## config.mk

```make
export PLATFORM = sky130hd
export DESIGN_NAME = ascii_ppm_line_parser
export DESIGN_NICKNAME = d
export VERILOG_FILES = /design/src/design/appm_pkg.sv /design/src/design/ascii_ppm_line_parser.sv /design/src/design/appm_line_decode.sv
export SDC_FILE = /design/constraint.sdc
export NUM_CORES = 1
export LEC_CHECK = 0
export ABC_CLOCK_PERIOD_IN_PS = 10400
export BUFFER_PORTS_ARGS = -buffer_cell sky130_fd_sc_hd__buf_2
export CAP_MARGIN = 15
export CORE_MARGIN = 4
export CORE_UTILIZATION = 40
export CTS_CLUSTER_DIAMETER = 50
export CTS_CLUSTER_SIZE = 8
export DETAILED_ROUTE_END_ITERATION = 16
export GPL_TIMING_DRIVEN = 0
export MAX_ROUTING_LAYER = met4
export PLACE_DENSITY = 0.67
export SLEW_MARGIN = 20
export SYNTH_ARGS = -nofsm -noshare
export SYNTH_HDL_FRONTEND = slang
export SYNTH_SLANG_ARGS = --single-unit
```

## constraint.sdc

```tcl
create_clock -name clk -period 10.4 [get_ports clk]
set_clock_uncertainty 0.15 [all_clocks]
set_input_delay 1.56 -clock clk [delete_from_list [all_inputs] [get_ports clk]]
set_output_delay 1.56 -clock clk [all_outputs]
set_load 0.01 [all_outputs]
```

## src/design/appm_pkg.sv

```systemverilog
// Package for the ASCII ppm line parser.
// Holds line geometry, character codes and the result type; depends on nothing.
package appm_pkg;

    localparam int BUF_LEN    = 20;
    localparam int POS_W      = $clog2(BUF_LEN);
    localparam int LINE_KEEP  = 9;
    localparam int LINE_TOTAL = 10;
    localparam int VALUE_W    = 14;

    localparam logic [7:0] CHAR_SPACE = 8'h20;
    localparam logic [7:0] CHAR_ZERO  = 8'h30;
    localparam logic [7:0] CHAR_NINE  = 8'h39;
    localparam logic [7:0] CHAR_P     = 8'h70;
    localparam logic [7:0] CHAR_M     = 8'h6D;
    localparam logic [7:0] CHAR_CR    = 8'h0D;
    localparam logic [7:0] CHAR_LF    = 8'h0A;

    localparam logic [VALUE_W-1:0] WEIGHT_THOUSANDS = 14'd1000;
    localparam logic [VALUE_W-1:0] WEIGHT_HUNDREDS  = 14'd100;
    localparam logic [VALUE_W-1:0] WEIGHT_TENS      = 14'd10;

    typedef struct packed {
        logic               parse_error;
        logic [VALUE_W-1:0] ppm_value;
    } result_t;

    function automatic logic is_digit(input logic [7:0] c);
        return (c >= CHAR_ZERO) && (c <= CHAR_NINE);
    endfunction

endpackage

```

## src/design/ascii_ppm_line_parser.sv

```systemverilog
// Top level of the ASCII ppm line parser.
// Depends on appm_pkg and instantiates appm_line_decode.
//
// The input channel (in_valid, in_stall, rx_byte) carries one received
// serial byte per word. The output channel (out_valid, out_stall,
// ppm_value, parse_error) carries one word for each newline that lands
// at the tenth position of a line; every other byte gives no word.
// A word is accepted at a clock edge where valid is high and stall low.
// Each byte is taken into an input register, then framed and, on a line
// end, decoded in a single pass into the output register once that
// register is free. One byte is accepted every cycle while the output
// side keeps up.
// When the receiver stalls with a result pending, the byte in the input
// register waits and in_stall rises until the result is taken.
// Reset clears the line position and both valid flags; stored line bytes
// are never read before being written and need no clearing.
module ascii_ppm_line_parser (
    input  logic                         clk,
    input  logic                         rst_n,
    input  logic                         in_valid,
    output logic                         in_stall,
    input  logic [7:0]                   rx_byte,
    output logic                         out_valid,
    input  logic                         out_stall,
    output logic [appm_pkg::VALUE_W-1:0] ppm_value,
    output logic                         parse_error
);
    import appm_pkg::*;

    logic             in_valid_reg, in_valid_next;
    logic [7:0]       byte_reg;
    logic [POS_W-1:0] pos_reg, pos_next;
    logic [7:0]       line_bytes_reg  [LINE_KEEP];
    logic [7:0]       line_bytes_next [LINE_KEEP];
    logic             out_valid_reg, out_valid_next;
    result_t          result_reg, result_next;
    result_t          decoded;
    logic             out_free;
    logic             step;
    logic             emit;

    appm_line_decode u_decode (
        .line_bytes (line_bytes_reg),
        .result     (decoded)
    );

    assign out_free = !out_valid_reg || !out_stall;
    assign step     = in_valid_reg && out_free;
    assign in_stall = in_valid_reg && !out_free;

    always_comb
    begin
        in_valid_next   = in_stall ? in_valid_reg : in_valid;
        pos_next        = pos_reg;
        line_bytes_next = line_bytes_reg;
        emit            = 1'b0;
        if (step)
        begin
            if (pos_reg == POS_W'(BUF_LEN - 1))
            begin
                pos_next = '0;
            end
            else
            begin
                for (int i = 0; i < LINE_KEEP; i++)
                begin
                    if (pos_reg == POS_W'(i))
                    begin
                        line_bytes_next[i] = byte_reg;
                    end
                end
                if (byte_reg == CHAR_LF)
                begin
                    pos_next = '0;
                    emit     = (pos_reg == POS_W'(LINE_TOTAL - 1));
                end
                else
                begin
                    pos_next = pos_reg + POS_W'(1);
                end
            end
        end
        out_valid_next = out_free ? emit : out_valid_reg;
        result_next    = (out_free && emit) ? decoded : result_reg;
    end

    always_ff @(posedge clk or negedge rst_n)
    begin
        if (!rst_n)
        begin
            in_valid_reg  <= 1'b0;
            pos_reg       <= '0;
            out_valid_reg <= 1'b0;
        end
        else
        begin
            in_valid_reg  <= in_valid_next;
            pos_reg       <= pos_next;
            out_valid_reg <= out_valid_next;
        end
    end

    always_ff @(posedge clk)
    begin
        if (!in_stall && in_valid)
        begin
            byte_reg <= rx_byte;
        end
        line_bytes_reg <= line_bytes_next;
        result_reg     <= result_next;
    end

    assign out_valid   = out_valid_reg;
    assign ppm_value   = result_reg.ppm_value;
    assign parse_error = result_reg.parse_error;

endmodule

```

## src/design/appm_line_decode.sv

```systemverilog
// Format check and decimal decode of one stored line.
// Depends on appm_pkg for character codes, weights and the result type.
module appm_line_decode (
    input  logic [7:0]       line_bytes [appm_pkg::LINE_KEEP],
    output appm_pkg::result_t result
);
    import appm_pkg::*;

    logic       suffix_ok;
    logic [3:0] dig_ok;
    logic [3:0] spc_ok;
    logic [3:0] d0, d1, d2, d3;
    logic       nz0, nz1;
    logic       line_ok;
    logic [VALUE_W-1:0] value;

    always_comb
    begin
        suffix_ok = (line_bytes[4] == CHAR_SPACE) && (line_bytes[5] == CHAR_P) &&
                    (line_bytes[6] == CHAR_P) && (line_bytes[7] == CHAR_M) &&
                    (line_bytes[8] == CHAR_CR);
        for (int k = 0; k < 4; k++)
        begin
            dig_ok[k] = is_digit(line_bytes[k]);
            spc_ok[k] = (line_bytes[k] == CHAR_SPACE);
        end
        d0 = dig_ok[0] ? line_bytes[0][3:0] : 4'd0;
        d1 = dig_ok[1] ? line_bytes[1][3:0] : 4'd0;
        d2 = dig_ok[2] ? line_bytes[2][3:0] : 4'd0;
        d3 = line_bytes[3][3:0];
        nz0 = (d0 != 4'd0);
        nz1 = (d1 != 4'd0);
        line_ok = suffix_ok && dig_ok[3] &&
                  (dig_ok[0] || spc_ok[0]) &&
                  (dig_ok[1] || (spc_ok[1] && !nz0)) &&
                  (dig_ok[2] || (spc_ok[2] && !nz0 && !nz1));
        value = VALUE_W'(d0) * WEIGHT_THOUSANDS + VALUE_W'(d1) * WEIGHT_HUNDREDS +
                VALUE_W'(d2) * WEIGHT_TENS + VALUE_W'(d3);
        result.parse_error = !line_ok;
        result.ppm_value   = line_ok ? value : '0;
    end

endmodule

```

==> impl_metrics.env <==
export IMPL_status="complete, no violations"
export IMPL_wl_met3_um=366
export IMPL_ys_ff_latch=102
export IMPL_die_w_um=123.8
export IMPL_io_pins=29
export IMPL_fmax_mhz=183.7
export IMPL_route_met2_wl_um=4628
export IMPL_post_cts_resized=0
export IMPL_cts_hold_buf=0
export IMPL_p_sw_w=0.0002132
export IMPL_rsz0062_at_grt="false"
export IMPL_yosysWarnings=0
export IMPL_synth_ff_type="edfxtp_1"
export IMPL_cts_inserted_buffers=9
export IMPL_p_sw_frac=0.2437
export IMPL_rr_worst_depth=17
export IMPL_finalCritPeriodShare=0.5235
export IMPL_syn_to_final_growth_pct=12.18
export IMPL_hp_class="flip-flop to flip-flop"
export IMPL_crit_arrival_ps=5380
export IMPL_crit_path_end_kind="flip-flop"
export IMPL_grt_pass1_vias=3111
export IMPL_wirelength_um=8829
export IMPL_netlist_area_mm2=0.005363
export IMPL_drive_gt1_frac=0.1253
export IMPL_avgSynthCellArea_um2=13.58
export IMPL_vdd_drop_max_uv=153.9
export IMPL_cts_root_buf="clkbuf_16"
export IMPL_setup_violations=0
export IMPL_drt_pass1_iterations=4
export IMPL_worstMarginPinSlew_ps=825.5
export IMPL_initial_core_util=0.4066
export IMPL_cts_tree="done"
export IMPL_cp_cell_sequence="nor3b_2, and3_2, and2_1, fa_1, fa_1, ha_1, nor2b_1, o21ai_0, and3_1, nor2_1, ha_1, ha_1, ha_1, a21o_1, o31ai_1, nand3_1, nor3b_1"
export IMPL_grt_usage=0.1282
export IMPL_htreeDepth=3
export IMPL_fin_crit_ps=5444
export IMPL_synth_cells=395
export IMPL_largest_register_ff_count=72
export IMPL_max_stage_delay_ps=590
export IMPL_maxSlewHeadroom=0.4497
export IMPL_gp_congestion=0.8325
export IMPL_required_ps=10330
export IMPL_cts_setup_buffers=0
export IMPL_cts_sinks=102
export IMPL_grt_overflow=0
export IMPL_final_hold_viol_count=0
export IMPL_async_flop_share=0.06863
export IMPL_synth_edf_count=95
export IMPL_power_frac_clock=0.372
export IMPL_clk_path_buf_depth=2
export IMPL_post_drt_wl_per_cell_um=14.36
export IMPL_reg2reg_slack_ps=4960
export IMPL_rows=42
export IMPL_critPathLaunchType="flip-flop"
export IMPL_ys_seq_area_frac=0.5646
export IMPL_comb_power_share=0.069
export IMPL_postRouteAntennaNets=0
export IMPL_coreArea_mm2=0.01319
export IMPL_crit_slowest_cell="fa_1"
export IMPL_clk_pin_slew_ps=70
export IMPL_min_path_cells=1
export IMPL_fin_tns_setup_ps=0
export IMPL_fin_nets=521
export IMPL_path_class="flip-flop to flip-flop"
export IMPL_ys_types=52
export IMPL_routed_top_layer="met4"
export IMPL_slew_violations=0
export IMPL_cellPowerDensity_mw_per_mm2=145.4
export IMPL_dr_first_iter_drc_count=167
export IMPL_critPathMaxFanout=6
export IMPL_via_count=3065
export IMPL_fp_dieH_um=123.8
export IMPL_n_antenna_cell=0
export IMPL_dpl_hpwl_um=6487
export IMPL_synth_nets=482
export IMPL_antenna_found_initial=0
export IMPL_avgViaCountPerCell=4.984
export IMPL_wl_met1_um=3735
export IMPL_cap_viol_max_count=0
export IMPL_p_leak_nw=2.456
export IMPL_fin_util=0.4561
export IMPL_clock_latency_ps=350
export IMPL_drc=0
export IMPL_crit_top_cell="ha_1"
export IMPL_grt_max_degree=20
export IMPL_grt_pass1_wl_um=14570
export IMPL_design_die_area_mm2=0.01532
export IMPL_seq_power_share=0.558
export IMPL_p_int_w=0.0006617
export IMPL_portBuffers=28
## worst max-delay path, delay by kind of cell (launching register included)
kind | cells | cell delay, ps
fa+ha+maj | 6 | 2440
compound gates | 3 | 750
flops | 1 | 380
simple gates | 8 | 1460
## Yosys cell counts, types with 3 or more instances
| cell type | n | area, um^2 |
|---|---|---|
| nor2_1 | 18 | 67.56 |
| ha_1 | 58 | 725.7 |
| and3_1 | 4 | 25.02 |
| nor3b_1 | 5 | 37.54 |
| a21o_1 | 5 | 37.54 |
| nor3_1 | 7 | 35.03 |
| a21oi_1 | 11 | 55.05 |
| nand3_1 | 6 | 30.03 |
| nand4_1 | 3 | 18.77 |
| nor4b_1 | 5 | 43.79 |
| nand2_1 | 20 | 75.07 |
| xor2_1 | 4 | 35.03 |
| and2_1 | 15 | 93.84 |
| xnor2_1 | 10 | 87.58 |
| edfxtp_1 | 95 | 2853 |
| nor4_1 | 5 | 31.28 |
| nor2_2 | 3 | 18.77 |
| inv_1 | 40 | 150.1 |
| dfrtp_1 | 7 | 175.2 |
| nor2b_1 | 4 | 25.02 |
| o21a_1 | 5 | 37.54 |
| fa_1 | 17 | 340.3 |
| o21ai_0 | 16 | 80.08 |
## routing by layer
layer | track usage | vias to the layer above
li1 | - | 1522
met1 | 0.1454 | 1468
met2 | 0.2230 | 64
met3 | 0.03996 | 11
met4 | 0.02837 | 0
met5 | - | -
## path summary, 6_finish.rpt
check	startpoint	endpoint
hold / removal	out_valid	out_valid
setup / recovery	line_bytes_reg[71]	ppm_value[13]
setup reg to reg	line_bytes_reg[71]	ppm_value[13]
min in group asynchronous	rst_n	pos_reg[4]
hold reg to reg	out_valid	out_valid
max in group asynchronous	rst_n	out_valid
## power by group through the flow
stage	registers [W]	logic (W)	clock network, W
after detailed placement	0.000498	0.0000606	0
after floorplan	0.000490	0.0000460	0
after global placement	0.000498	0.0000587	0
final	0.000489	0.0000607	0.000326
after CTS	0.000489	0.0000612	0.000331
after global routing	0.000492	0.0000714	0.000350
## area by class of cell
| type | instances | area (um^2) |
|---|---|---|
| clock inverters | 7 | 67.56 |
| plain buffers | 2 | 15.01 |
| flip-flops and latches | 102 | 3028 |
| well taps | 176 | 220.2 |
| multi-input cells | 251 | 2170 |
| clock buffers | 9 | 225.2 |
| inverters | 40 | 150.1 |
| repair buffers | 28 | 140.1 |
| fillers | 1176 | 7174 |
## cell usage in the layout (no fill, tap or decap), types with 2 or more instances in the layout
master and n:
edfxtp_1 95, ha_1 58, inv_1 40, buf_2 28
nand2_1 20, nor2_1 18, fa_1 17, o21ai_0 16
and2_1 15, a21oi_1 11, xnor2_1 10, clkbuf_16 9
nor3_1 7, dfrtp_1 7, nand3_1 6, nor3b_1 5
a21o_1 5, o21a_1 5, nor4_1 5, nor4b_1 5
and3_1 4, xor2_1 4, nor2b_1 4, nand4_1 3
nor2_2 3, nor4bb_1 2, nand2b_1 2, o31ai_1 2
clkinvlp_4 2, inv_8 2
## cells by family after synthesis
family | count (synthesis) | share of synthesized area
adder cells (fa/ha/maj) | 75 | 0.1988
AO/OA/AOI/OAI | 52 | 0.06323
flip-flops | 102 | 0.5646
buffers and inverters | 42 | 0.03080
AND/OR/NAND/NOR | 110 | 0.1197
XOR/XNOR | 14 | 0.02286
## per-stage QoR
step	total power [W]	std cells	worst slack, ps	hold slack (ps)	instance area (um^2)
CTS	0.0008812	615	4944	387.7	6016
floorplan	0.0005357	395	5474	369.1	5363
global route	0.0009128	615	4554	415.5	6016
finish	0.0008749	615	4956	382.4	6016
global placement	0.0005562	599	5024	360.7	5723
detailed placement	0.0005587	599	4960	369.3	5723
Power figures use the tool's default switching activity.
